### config.mk
export PLATFORM = sky130hd
export DESIGN_NAME = stax_cordic
export DESIGN_NICKNAME = d
export VERILOG_FILES = /design/src/hdl/stax_pkg.sv /design/src/hdl/stax_cordic.sv
export SDC_FILE = /design/constraint.sdc
export NUM_CORES = 2
export LEC_CHECK = 0
export CELL_PAD_IN_SITES_DETAIL_PLACEMENT = 1
export CELL_PAD_IN_SITES_GLOBAL_PLACEMENT = 1
export CORE_MARGIN = 5
export CORE_UTILIZATION = 54
export CTS_CLUSTER_SIZE = 30
export DETAILED_ROUTE_END_ITERATION = 16
export DONT_BUFFER_PORTS = 1
export GPL_TIMING_DRIVEN = 0
export PLACE_DENSITY_LB_ADDON = 0.15
export SLEW_MARGIN = 20
export SYNTH_ARGS = -nofsm -noshare
export SYNTH_HDL_FRONTEND = slang
export SYNTH_SLANG_ARGS = --single-unit
### constraint.sdc
create_clock -name clk -period 14.3 [get_ports clk]
set_input_delay 1.43 -clock clk [delete_from_list [all_inputs] [get_ports clk]]
set_output_delay 1.43 -clock clk [all_outputs]
set_load 0.03 [all_outputs]
### src/hdl/stax_pkg.sv
// Shared types, constants and tables of the spherical texel address core.
// No dependencies; stax_isqrt, stax_cordic and spherical_texel_address_core import it.
package stax_pkg;

  localparam int CordicW = 36;  // covers a 2^32.5 vector grown by the CORDIC gain
  localparam int TableLen = 24;
  localparam logic [31:0] HalfTurn = 32'h8000_0000;
  localparam logic [31:0] ThreeQuarter = 32'hC000_0000;
  // ceil(2^52 / 360): degree to 2^-32 turn, exact after the >> 20
  localparam logic [43:0] RotRecip = 44'd12509998964919;
  localparam logic [8:0] MaxDegrees = 9'd360;

  typedef enum logic [1:0] {
    REG_ROTATION = 2'd0,
    REG_WIDTH    = 2'd1,
    REG_HEIGHT   = 2'd2,
    REG_NONE     = 2'd3
  } reg_index_t;

  typedef logic signed [CordicW-1:0] cvec_t;

  function automatic logic [31:0] atan_turn(input logic [4:0] i);
    logic [31:0] r;
    case (i)
      5'd0:  r = 32'h20000000;
      5'd1:  r = 32'h12E4051E;
      5'd2:  r = 32'h09FB385B;
      5'd3:  r = 32'h051111D4;
      5'd4:  r = 32'h028B0D43;
      5'd5:  r = 32'h0145D7E1;
      5'd6:  r = 32'h00A2F61E;
      5'd7:  r = 32'h00517C55;
      5'd8:  r = 32'h0028BE53;
      5'd9:  r = 32'h00145F2F;
      5'd10: r = 32'h000A2F98;
      5'd11: r = 32'h000517CC;
      5'd12: r = 32'h00028BE6;
      5'd13: r = 32'h000145F3;
      5'd14: r = 32'h0000A2FA;
      5'd15: r = 32'h0000517D;
      5'd16: r = 32'h000028BE;
      5'd17: r = 32'h0000145F;
      5'd18: r = 32'h00000A30;
      5'd19: r = 32'h00000518;
      5'd20: r = 32'h0000028C;
      5'd21: r = 32'h00000146;
      5'd22: r = 32'h000000A3;
      5'd23: r = 32'h00000051;
      default: r = 32'h0;
    endcase
    return r;
  endfunction

endpackage

### src/hdl/stax_cordic.sv
// Pipelined vectoring CORDIC: angle of (re, im) in 2^-32 turn, one step per stage.
// Depends on stax_pkg for the datapath width and the arctangent table.
module stax_cordic
  import stax_pkg::*;
#(
  parameter int STEPS = 16
) (
  input  logic        clk,
  input  cvec_t       re_in,
  input  cvec_t       im_in,
  output logic [31:0] ang_out
);
  cvec_t       re  [STEPS+1];
  cvec_t       im  [STEPS+1];
  logic [31:0] ang [STEPS+1];

  // left half plane: turn by half a turn first
  always_comb begin
    if (re_in < 0) begin
      re[0]  = -re_in;
      im[0]  = -im_in;
      ang[0] = HalfTurn;
    end else begin
      re[0]  = re_in;
      im[0]  = im_in;
      ang[0] = '0;
    end
  end

  for (genvar i = 0; i < STEPS; i++) begin : g_step
    always_ff @(posedge clk) begin
      if (im[i] > 0) begin
        re[i+1]  <= re[i] + (im[i] >>> i);
        im[i+1]  <= im[i] - (re[i] >>> i);
        ang[i+1] <= ang[i] + atan_turn(5'(i));
      end else begin
        re[i+1]  <= re[i] - (im[i] >>> i);
        im[i+1]  <= im[i] + (re[i] >>> i);
        ang[i+1] <= ang[i] - atan_turn(5'(i));
      end
    end
  end

  assign ang_out = ang[STEPS];
endmodule

==> results.cfg <==
[final_layout]
drive_gt1_frac = 0.03766
seqCellArea_mm2 = 0.02939
layout.nets = 15680
fill_cells = 25630
multi_input_area_mm2 = 0.08383
area_delta_synth_final_pct = 8.595

[timing]
fin_crit_ns = 9.612
skew_ns = 0.07227
min_period_over_period = 0.6722
tightest_slew_ns = 1.225
setup_tns_ns = 0
setup_viol = 0
maxClockFrequency_mhz = 104.0
rsz0062_at_grt = no
final_hold_viol_count = 0
drv_slew = 0
relSlewSlack = 0.1758

[logic_synthesis]
netlist_instances = 13910
yosysWarnings = 0
synth_edf_count = 0
syn_area_per_cell_um2 = 8.362
seq_area_frac_synth = 0.2527
netlist_top_cells_area = dfxtp_1 25%, ha_1 16%, xnor2_1 10%
ys_types = 88
yosysTopAreaCell = dfxtp_1
ys.flop_type = dfxtp_1
async_flop_share = 0
netlist_area_mm2 = 0.1163
synth_top_area_share = 0.2527
syn_nets = 15500
ys_seq_elements = 1468

[routing]
drt_iter0_markers = 7224
drc = 0
viasPerCell = 6.321
ant_nets = 0
vias = 108000
routedWlPerCell_um = 23.45
first_pass_iters = 6
drt-total-wl_um = 400500

[clocking]
hold_buffers = 0
tritoncts = built
htree_levels = 4
clock_path_buffers = 3
cts_setup_buffers = 0
cts_resized = 0
cts_root_buffer = clkbuf_16
clock-sinks = 1468
numCtsBuffers = 168
clock_latency_ns = 0.86
clk_pin_slew_ns = 0.06

[critical_path]
worst_setup_path_end_kind = flop
crit_start = im[471]$_DFF_P_
arrival_ns = 10.33
slowest_delay_ns = 0.85
crit_fanout = 12
crit_slowest_cell = or4_1
r2r-start = im[471]$_DFF_P_
crit_type = reg2reg
worstSetupStartpointType = flop
crit_chain = or3_1 -> nor3_1 -> nand2_1 -> or4_1 -> nor2_1 -> nand3_1 -> or4_1 -> nor2b_1 -> clkbuf_1 -> clkbuf_2 -> buf_16 -> mux2i_1 -> fa_1 -> a21o_1 -> a21oi_1 -> o21ai_0 -> nor4b_1 -> o21ai_0 -> a21oi_1 -> a311oi_1 -> o221ai_1 -> o21ai_0 -> nor3_1 -> a311o_1
crit_required_ns = 15.02
crit_path_frequent_cell = o21ai_0

[grt]
grt_pass1_wl_um = 627400
globalRouteOverflowTotal = 0
grt_max_degree = 30
track_usage = 0.3427
grt_pass1_vias = 112000
antenna_found_initial = 12

[die]
dieWidth_um = 474.1
rows = 170
core_area_mm2 = 0.2144
io_pins = 105
dieArea_mm2 = 0.2248
initial_core_util = 0.5425
die_y_um = 474.1

[outcome]
status = completed

[run]
cap_violations = 0

[placed_design]
place_hpwl_um = 320000
io_buffers = 0
place_congestion = 0.9843

[min_path]
hp-class = reg2reg
worstHoldStart = ang[194]$_DFF_P_
-- state kept, by name, indices dropped and copies added, names as in the netlist --
name,count
ang,408
ang_out,31
im,540
re,489
-- per-stage QoR --
step	std cells	hold WS (ns)	utilization	cell area, um2	setup WS [ns]
4_1_cts	17070	0.3320	0.5889	126300	4.937
3_3_place_gp	16750	0.3146	0.5591	119900	4.006
6_report	17080	0.3311	0.5892	126300	4.688
2_1_floorplan	13910	0.3096	-	116300	7.656
3_5_place_dp	16760	0.3143	0.5605	120200	5.071
5_1_grt	17070	0.3374	0.5891	126300	4.441
-- layer usage --
metal,vias up,part of all wire,track usage,wire length [um]
li1,50820,-,-,-
met1,53420,0.44,0.4480,177300
met2,2987,0.46,0.5760,185400
met3,719,0.060,0.05329,23860
met4,12,0.035,0.1155,13860
met5,-,0.00021,0,85
-- layout by cell type (no fill, tap or decap), drive strengths merged, types with 184 or more instances in the layout --
cell | synthesis | layout
nand2b | 215 | 215
nand3 | 242 | 242
dfxtp | 1468 | 1468
o21a | 214 | 214
xnor2 | 1377 | 1377
a21o | 686 | 686
ha | 1476 | 1476
clkbuf | 186 | 402
inv | 558 | 576
a21oi | 1338 | 1338
nor3 | 315 | 315
xor2 | 679 | 679
nand2 | 794 | 794
nor2 | 973 | 973
o31ai | 212 | 212
o21ai | 903 | 903
nor2b | 184 | 184
o21bai | 249 | 249
-- cell type report --
type / instances / area share
multi-input cells: 11630 / 0.6637
flip-flops and latches: 1468 / 0.2327
clock buffers: 216 / 0.03734
well taps: 2838 / 0.02811
inverters: 567 / 0.01685
clock inverters: 95 / 0.01075
plain buffers: 249 / 0.008727
repair buffers: 12 / 0.001783
diodes: 7 / 0.0001387
-- critical path: cells and delay by family (launching register included) --
kind            cells  cell delay, ns
mux                 1            0.18
buf+inv             3            1.27
fa+ha+maj           1            0.45
simple gates       10            4.11
compound gates      9            3.09
flops               1            0.35
-- cells by family after synthesis --
family | synth area share
multiplexers | 0.006121
buffers and inverters | 0.02750
AND/OR/NAND/NOR | 0.1504
other | 0.00003224
adder cells (fa/ha/maj) | 0.1658
XOR/XNOR | 0.1548
AO/OA/AOI/OAI | 0.2427
flip-flops | 0.2527
-- cell usage after synthesis (33+ instances only) --
cell type and count:
a21oi_1 1338, xor2_1 679, or3_1 158, o41ai_1 98
a31o_2 40, or4_1 83, nor3_1 314, o21a_1 214
o211ai_1 41, a21o_1 686, a21boi_0 52, and4_1 33
nor2b_1 184, a221oi_1 41, xnor2_1 1377, mux2i_1 61
dfxtp_1 1468, o21bai_1 249, nor4_1 136, and2_1 65
inv_1 554, nand3_1 242, nor2_1 973, ha_1 1476
and3_1 113, nand4_1 112, nand2_1 794, a211oi_1 108
nand2b_1 215, o31ai_1 212, or2_2 52, a31oi_1 119
o21ai_0 898, clkbuf_1 184, fa_1 41
-- final timing paths --
kind | endpoint | slack, ns | cells after the start
max | re[466]$_DFF_P_ | 4.69 | 24
min | ang[162]$_DFF_P_ | 0.33 | 0
max reg2reg | re[466]$_DFF_P_ | 4.69 | 24
min reg2reg | ang[162]$_DFF_P_ | 0.33 | 0
Power is not shown: default switching activity piles up to over one toggle a cycle in this logic, so the estimate is an artifact.
