File: src/hdl/stax_delay.sv
// Fixed-length shift register that keeps side data aligned with the datapath.
// Depends on nothing.
module stax_delay #(
  parameter int WIDTH = 8,
  parameter int DEPTH = 1
) (
  input  logic             clk,
  input  logic             rst,
  input  logic [WIDTH-1:0] d,
  output logic [WIDTH-1:0] q
);
  logic [WIDTH-1:0] taps [DEPTH];

  always_ff @(posedge clk) begin
    if (rst) begin
      for (int k = 0; k < DEPTH; k++) taps[k] <= '0;
    end else begin
      taps[0] <= d;
      for (int k = 1; k < DEPTH; k++) taps[k] <= taps[k-1];
    end
  end

  assign q = taps[DEPTH-1];
endmodule

File: config.mk
export PLATFORM = sky130hd
export DESIGN_NAME = stax_delay
export DESIGN_NICKNAME = d
export VERILOG_FILES = /design/src/hdl/stax_delay.sv
export SDC_FILE = /design/constraint.sdc
export NUM_CORES = 1
export LEC_CHECK = 0
export BUFFER_PORTS_ARGS = -buffer_cell sky130_fd_sc_hd__buf_4
export CAP_MARGIN = 10
export CORE_AREA = 2 2 39 41
export CTS_CLUSTER_SIZE = 8
export DETAILED_ROUTE_END_ITERATION = 8
export DIE_AREA = 0 0 41 43
export GPL_ROUTABILITY_DRIVEN = 0
export PLACE_DENSITY = 0.44
export SLEW_MARGIN = 15
export SYNTH_ARGS = -nofsm -noshare
export SYNTH_HDL_FRONTEND = slang
export SYNTH_SLANG_ARGS = --single-unit
File: constraint.sdc
create_clock -name clk -period 0.8 [get_ports clk]
set_input_delay 0.16 -clock clk [delete_from_list [all_inputs] [get_ports clk]]
set_output_delay 0.16 -clock clk [all_outputs]
set_load 0.05 [all_outputs]
==> summary.txt, run 1 <==
CTS H-Tree Depth - 1
Die X - 41 um
Non-Filler Instances - 52
CTS Hold Bufs - 0
DRC errors left - 0
Iter 0 DRT Violations - 0
Remaining antenna violation count - 0
CTS Buf Count - 3
Final setup violating endpoints - 8
Mapped Area - 210 sq um
Worst Path Required - 0.64 ns
Outcome - finished, violations left
Core Util, Final - 32.0%
CP top delay family - flip-flops
Routed vias - 173
CP Cell Sequence - buf_8
Peak per-stage delay on the critical path - 0.33 ns
Area growth syn-to-layout - 111%
Clk slew on worst S/H paths - 0.05 ns
WP buf/inv - 1
Slew headroom - 92.8%
Net Count, Synth - 26
CORE AREA - 1380 sq um
Largest registers - taps (8)
Commonest cells after routing, fill and taps aside - buf_4 (9), nor2b_1 (8), dfxtp_2 (8)
P_leak - 0.199 nW
Yosys warning count - 0
Buffers on Ports - 17
Post-Route WL - 425 um
Total GRT Usage - 5.82%
Root Driver - clkbuf_4
Max_cap viols - 0
Critical Path Start Type - register
I/O Pins - 18
First-pass GRT wire length - 600 um
Critical path class - register to primary output
Initial antenna violation count - 0
Final Cycle Share - 108%
Arrival time worst endpoint - 0.71 ns
Max IR drop VDD - 0.000650 V
Number of fill cells - 144
Violated checks - negative setup slack
CTS tree - built
CP max-delay cell - dfxtp_2
First-pass DRT Iterations - 1
Share of layout cells above drive strength 1 - 77.8%
Worst-Margin Slew - 0.108 ns
Commonest non-fill, non-tap cell in the layout - buf_4
Die area - 1760 sq um
WL/cell - 8.17 um
Pre-CTS setup slack - 0.157 ns
Initial Util - 15.2%
N_diodes - 0
CTS max path bufs - 2
Cell area after placement - 358 sq um
Final Hold Fails - 0
Cell Pwr Density - 2050 nW/um^2
Fin nets - 48
RSZ-0062 raised after global routing - yes
Minimum clock period - 0.867 ns
Clock Sinks - 8
Setup crit end kind - primary output
Largest net degree at the start of global routing - 9
Syn avg cell area - 13.1 sq um
Max reg flops - 8
Num rows - 14
Finished Cell Area - 443 sq um
Vias per cell - 3.33
Synth Instances - 16
Slew Limit Fails - 0
Vias in the first global route - 168
Setup TNS - -0.521 ns
DP Cell Count - 49
Reg with most FFs - taps
Die height - 43 um
Min-Delay Path Class - primary input to register
Crit Path Max Fanout - 1
Fmax - 1.15 GHz
Worst Slack Setup Final - -0.0670 ns
Synth Register Bits - 8
Total grt overflow - 0
Yosys cell types - 2
Seq/Total Area, Yosys - 76.2%
-- final timing paths --
kind                  start  cells after the start               endpoint  slack (ns)
min                    d[1]                      2  taps[0][1]$_SDFF_PP0_        0.13
max   taps[0][1]$_SDFF_PP0_                      1                   q[1]       -0.07
-- layer usage --
metal	wire length (um)	vias up	part of all wire, %	track usage [%]
li1	-	90	-	-
met1	163	70	38	5.14
met2	192	13	45	7.50
met3	69	0	16	4.71
met4	0	0	0	6.00
met5	0	-	0	0
-- Yosys cell counts, drive strengths merged --
| cell | n | area (sq um) |
|---|---|---|
| nor2b | 8 | 50.1 |
| dfxtp | 8 | 160 |
-- stage by stage --
stage / total power, mW / hold slack (ns)
floorplan: 0.524 / 0.232
global placement: 0.594 / 0.371
detailed placement: 0.595 / 0.376
CTS: 0.931 / 0.113
global route: 0.957 / 0.120
finish: 0.910 / 0.126
-- power breakdown --
| group | switching (mW) | internal [mW] |
|---|---|---|
| logic | 0.0954 | 0.0894 |
| registers | 0.0120 | 0.425 |
| clock network | 0.117 | 0.170 |
| total | 0.225 | 0.685 |
-- cell families after synthesis --
| kind of cell | Yosys count | synth area share (%) |
|---|---|---|
| flops | 8 | 76.2 |
| simple gates | 8 | 23.8 |
-- layout make-up --
class	instances	area [sq um]	area share, %
clock buffers	3	22.5	5.08
well taps	16	20.0	4.52
multi-input cells	8	50.0	11.3
repair buffers	17	180	40.7
flip-flops and latches	8	170	38.4
-- what timing repair did --
item                                    CTS  global route
setup buffers                             0             0
resized for setup                        19             3
endpoints found under the setup margin    8             8
hold endpoints to repair                  0             0
Note: power is estimated with default switching activity, not from simulation.
==> run 2: changes to the inputs <==
--- a/config.mk
+++ b/config.mk
@@ -13,6 +13,7 @@
 export DIE_AREA = 0 0 41 43
 export GPL_ROUTABILITY_DRIVEN = 0
 export PLACE_DENSITY = 0.44
+export SETUP_SLACK_MARGIN = 0.1
 export SLEW_MARGIN = 15
 export SYNTH_ARGS = -nofsm -noshare
 export SYNTH_HDL_FRONTEND = slang
==> run 2 against run 1 <==
Effect of this change: largest power group unchanged; cell area up 1.7%; fmax down 2.0%; routed wire length up 25%; sequential share of layout area down 0.64 points; critical path depth unchanged; critical path type unchanged; sequential power about the same; utilization up 0.54 points; the run still ends with negative setup slack left; total power up 2.9%; sequential cell count unchanged; via count up 12%; non-clock buffer count unchanged; first-iteration DRC count unchanged.
==> summary.txt, run 2 (synthesis gave the netlist of run 1 again) <==
Number of fill cells - 146 (+1.4%)
CORE AREA - 1380 sq um (unchanged)
Vias in the first global route - 216 (+29%)
Area growth syn-to-layout - 114%
First-pass DRT Iterations - 1 (unchanged)
Met3 WL - 83 um (+20%)
First-pass GRT wire length - 890 um (+48%)
Cell Pwr Density - 2080 nW/um^2 (+1.2%)
CP Depth - 1 (unchanged)
Worst Path Required - 0.64 ns (about the same)
Clk slew on worst S/H paths - 0.06 ns (about the same)
Initial antenna violation count - 0 (unchanged)
Total GRT Usage - 8.35% (+2.5 points)
Core Util, Final - 32.5% (+0.54 points)
Peak per-stage delay on the critical path - 0.33 ns (about the same)
Max layer used - met4
Minimum clock period - 0.884 ns (+0.0174 ns)
Arrival time worst endpoint - 0.72 ns (about the same)
CTS max path bufs - 2 (unchanged)
Share of layout cells above drive strength 1 - 77.8% (unchanged)
Final hold slack - 0.115 ns (-0.0103 ns)
Total grt overflow - 0 (unchanged)
Sequential Area - 170 sq um (unchanged)
Final Cycle Share - 111% (+2.2 points)
CTS Buf Count - 3 (unchanged)
Slew headroom - 93.5% (+0.65 points)
Fin nets - 48 (unchanged)
CP max-delay cell - dfxtp_2
Outcome - finished, violations left
Crit Path Max Fanout - 1 (unchanged)
Max reg flops - 8 (unchanged)
Setup TNS - -0.630 ns (-0.109 ns)
Fmax - 1.13 GHz (-2.0%)
Num rows - 14 (unchanged)
Max_cap viols - 0 (unchanged)
WL/cell - 10.2 um (+25%)
Critical path class - register to primary output
Sequential share of power - 46.9% (-1.2 points)
Clk pwr share - 32.8% (+1.2 points)
DRC errors left - 0 (unchanged)
Setup crit end kind - primary output
CP Cell Sequence - buf_8
Final Hold Fails - 0 (unchanged)
RSZ-0062 raised after global routing - yes
Die height - 43 um (unchanged)
Non-Filler Instances - 52 (unchanged)
Pre-CTS setup slack - 0.152 ns (-0.00562 ns)
Commonest non-fill, non-tap cell in the layout - buf_4
Min-Delay Path Class - primary input to register
Largest net degree at the start of global routing - 9 (unchanged)
Max IR drop VDD - 0.000806 V (+24%)
Critical Path Sink - q[1]
Reg with most FFs - taps
Initial Util - 15.2% (unchanged)
Commonest cells after routing, fill and taps aside - buf_4 (9), nor2b_1 (8), buf_8 (8), dfxtp_2 (8), clkbuf_4 (3)
Remaining antenna violation count - 0 (unchanged)
Die X - 41 um (unchanged)
Violated checks - negative setup slack
Met1 WL - 179 um (+9.8%)
Internal power - 0.690 mW (+0.72%)
CTS tree - built
P_leak - 0.202 nW (+1.2%)
P_sw - 0.246 mW (+9.5%)
Largest registers - taps (8)
Iter 0 DRT Violations - 0 (unchanged)
Critical Path Start Type - register
Logic pwr share - 20.3% (about the same)
Worst Slack Setup Final - -0.0844 ns (-0.0174 ns)
I/O Pins - 18 (unchanged)
CTS H-Tree Depth - 1 (unchanged)
N_diodes - 0 (unchanged)
Worst-Margin Slew - 0.0975 ns (-0.0103 ns)
Multi-input logic area - 50.0 sq um (unchanged)
Buffers on Ports - 17 (unchanged)
Post-Route WL - 532 um (+25%)
WP buf/inv - 1 (unchanged)
Wire length on met2 - 265 um (+38%)
DP Cell Count - 49 (unchanged)
Slew Limit Fails - 0 (unchanged)
Vias per cell - 3.73 (+12%)
Switching Share - 26.3% (+1.6 points)
Worst Setup SP - taps[0][1]$_SDFF_PP0_
Clock Sinks - 8 (unchanged)
Final setup violating endpoints - 8 (unchanged)
Die area - 1760 sq um (unchanged)
Routed vias - 194 (+12%)
Root Driver - clkbuf_4
CP top delay family - flip-flops
## run 2: changes by cell type in the layout (fill, tap and decap cells not counted)
cell,delta
buf_8,+2
buf_6,-2
## run 2: metal layers
metal | global-route usage (%) | vias up
li1 | - | 88
met1 | 6.15 | 88
met2 | 12.5 | 16
met3 | 9.42 | 2
met4 | 4.00 | 0
met5 | 0 | -
## run 2: area by class of cell
type | instances | share of cell area, %
Tap cell | 16 | 4.44
Timing Repair Buffer | 17 | 41.7
Clock buffer | 3 | 5.00
Sequential cell | 8 | 37.8
Multi-Input combinational cell | 8 | 11.1
## run 2: worst min path at each step
stage,slack [ns],start,depth (start not counted),to
4_1_cts,0.10,d[5],2,taps[0][5]$_SDFF_PP0_
5_1_grt,0.12,d[6],2,taps[0][6]$_SDFF_PP0_
3_3_place_gp,0.38,d[7],2,taps[0][7]$_SDFF_PP0_
6_report,0.12,d[5],2,taps[0][5]$_SDFF_PP0_
3_5_place_dp,0.38,d[5],2,taps[0][5]$_SDFF_PP0_
2_1_floorplan,0.22,rst,1,taps[0][0]$_SDFF_PP0_
## run 2: metrics by stage
step | total power [mW] | cell area, sq um
after global routing | 0.992 | 450
after CTS | 0.948 | 435
after detailed placement | 0.603 | 368
after global placement | 0.598 | 368
final | 0.936 | 450
after floorplan | 0.529 | 220
## run 2: power groups by stage
stage	Combinational (mW)	Clock (mW)	Sequential [mW]
floorplan	0.0132	0	0.515
global placement	0.161	0	0.438
detailed placement	0.163	0	0.439
CTS	0.185	0.326	0.437
global route	0.201	0.351	0.440
finish	0.190	0.307	0.439
## run 2: timing repair
action,in CTS,in global routing
hold buffers,0,0
setup buffers,0,0
gates resized for setup,12,4
setup endpoints to repair,8,8
==> run 3: changes to the inputs <==
--- a/config.mk
+++ b/config.mk
@@ -12,7 +12,8 @@
 export DETAILED_ROUTE_END_ITERATION = 8
 export DIE_AREA = 0 0 41 43
 export GPL_ROUTABILITY_DRIVEN = 0
-export PLACE_DENSITY = 0.44
+export PLACE_DENSITY = 0.43
+export RECOVER_POWER = 25
 export SETUP_SLACK_MARGIN = 0.1
 export SLEW_MARGIN = 15
 export SYNTH_ARGS = -nofsm -noshare
==> constraint.sdc (replaced) <==
create_clock -name clk -period 0.95 [get_ports clk]
set_input_delay 0.19 -clock clk [delete_from_list [all_inputs] [get_ports clk]]
set_output_delay 0.19 -clock clk [all_outputs]
set_load 0.05 [all_outputs]
==> run 3 against run 2 <==
Effect of this change: the run now ends clean; sequential power shrank 16%; worst setup slack gained 0.13 ns; total power shrank 19%; sequential cell count is the same; sequential share of layout area grew 1.3 points; via count shrank 9.8%; global-route usage shrank 1.9 points; utilization shrank 1.1 points; clock power shrank 21%; critical path type unchanged; highest routed layer is now met3.
==> summary.txt, run 3 (synthesis gave the netlist of run 1 again) <==
Area growth syn-to-layout - 107%
Cell Pwr Density - 1750 nW/um^2 (-16%)
Total grt overflow - 0 (unchanged)
Worst Path Required - 0.76 ns (+0.12 ns)
Initial Util - 15.2% (unchanged)
Final hold slack - 0.158 ns (+0.0430 ns)
I/O Pins - 18 (unchanged)
Final setup violating endpoints - 0 (-8)
Die area - 1760 sq um (unchanged)
Die height - 43 um (unchanged)
Routed vias - 175 (-9.8%)
Post-Route WL - 423 um (-20%)
Die X - 41 um (unchanged)
N_diodes - 0 (unchanged)
Initial antenna violation count - 0 (unchanged)
CP top delay family - flip-flops
Final Cycle Share - 95.0%
Clk slew on worst S/H paths - 0.05 ns (about the same)
Remaining antenna violation count - 0 (unchanged)
CTS tree - built
RSZ-0062 raised after global routing - yes
Setup Buffers After CTS - 0 (unchanged)
Largest net degree at the start of global routing - 9 (unchanged)
Iter 0 DRT Violations - 0 (unchanged)
Buffers on Ports - 17 (unchanged)
DRC errors left - 0 (unchanged)
Max reg flops - 8 (unchanged)
WP buf/inv - 1 (unchanged)
Outcome - finished, final reports clean
Largest registers - taps (8)
CORE AREA - 1380 sq um (unchanged)
First-pass DRT Iterations - 1 (unchanged)
Root Driver - clkbuf_4
CTS H-Tree Depth - 1 (unchanged)
Vias per cell - 3.37 (-9.8%)
Min-Delay Path Class - primary input to register
Core Util, Final - 31.5% (-1.1 points)
Peak per-stage delay on the critical path - 0.33 ns (about the same)
Vias in the first global route - 180 (-17%)
Slew headroom - 78.4% (-15 points)
Crit Path Max Fanout - 1 (unchanged)
Setup crit end kind - primary output
Reg with most FFs - taps
Arrival time worst endpoint - 0.71 ns (about the same)
Max_cap viols - 0 (unchanged)
CTS Hold Bufs - 0 (unchanged)
Minimum clock period - 0.903 ns
P_leak - 0.194 nW (-3.8%)
Final Hold Fails - 0 (unchanged)
Num rows - 14 (unchanged)
Max IR drop VDD - 0.000527 V (-35%)
Critical Path Start Type - register
Pre-CTS setup slack - 0.274 ns (+0.122 ns)
CP max-delay cell - dfxtp_2
First-pass GRT wire length - 662 um (-26%)
Worst-Margin Slew - 0.324 ns (+0.227 ns)
Tot Pwr - 0.762 mW (-19%)
Share of layout cells above drive strength 1 - 75.0% (-2.8 points)
Total GRT Usage - 6.43% (-1.9 points)
Slew Limit Fails - 0 (unchanged)
Clock Sinks - 8 (unchanged)
WL/cell - 8.13 um (-20%)
Worst Slack Setup Final - 0.0471 ns (+0.132 ns)
Fin nets - 48 (unchanged)
Number of fill cells - 154 (+5.5%)
CTS max path bufs - 2 (unchanged)
Commonest cells after routing, fill and taps aside - nor2b_1 (8), dfxtp_2 (8), buf_4 (6)
Fmax - 1.11 GHz
Setup TNS - 0 ns (+0.630 ns)
CP Cell Sequence - buf_8
CTS Buf Count - 3 (unchanged)
Critical path class - register to primary output
[run 3: cell types whose count changed in the layout (fill, tap and decap cells not counted)]
cell,change
buf_4,-3
buf_6,+3
buf_8,-3
clkbuf_1,+1
clkbuf_4,+2
[run 3: path summary, 6_finish.rpt]
| check | start | to | slack (ns) | cells after the start |
|---|---|---|---|---|
| setup / recovery | taps[0][4]$_SDFF_PP0_ | q[4] | 0.05 | 1 |
| hold / removal | d[6] | taps[0][6]$_SDFF_PP0_ | 0.16 | 2 |
[run 3: layer usage]
metal / track usage [%] / up-vias / part of all wire [%]
met1: 5.81 / 74 / 37
met2: 7.81 / 12 / 47
met3: 4.71 / 0 / 17
met4: 8.00 / 0 / 0
met5: 0 / - / 0
li1: - / 89 / -
[run 3: where the power goes]
| group | total [mW] | leakage (nW) | internal [mW] | switching, mW |
|---|---|---|---|---|
| clock | 0.242 | 0.0138 | 0.143 | 0.0990 |
| combinational | 0.152 | 0.111 | 0.0712 | 0.0805 |
| sequential | 0.368 | 0.0688 | 0.358 | 0.00994 |
[run 3: layout make-up]
type / count / area [sq um] / area share (%)
timing repair buffer: 17 / 173 / 39.7
sequential: 8 / 170 / 39.1
multi-input combinational: 8 / 50.0 / 11.5
clock buffer: 3 / 22.5 / 5.17
tap: 16 / 20.0 / 4.60
[run 3: metrics by stage]
step	cells	area, sq um
after floorplan	16	210
after global placement	49	358
after detailed placement	49	358
after CTS	52	428
after global routing	52	435
final	52	435
[run 3: repair_timing]
action                     CTS  global route
pin swaps                    0             0
gates resized for setup     18             3
setup endpoints to repair    8             8
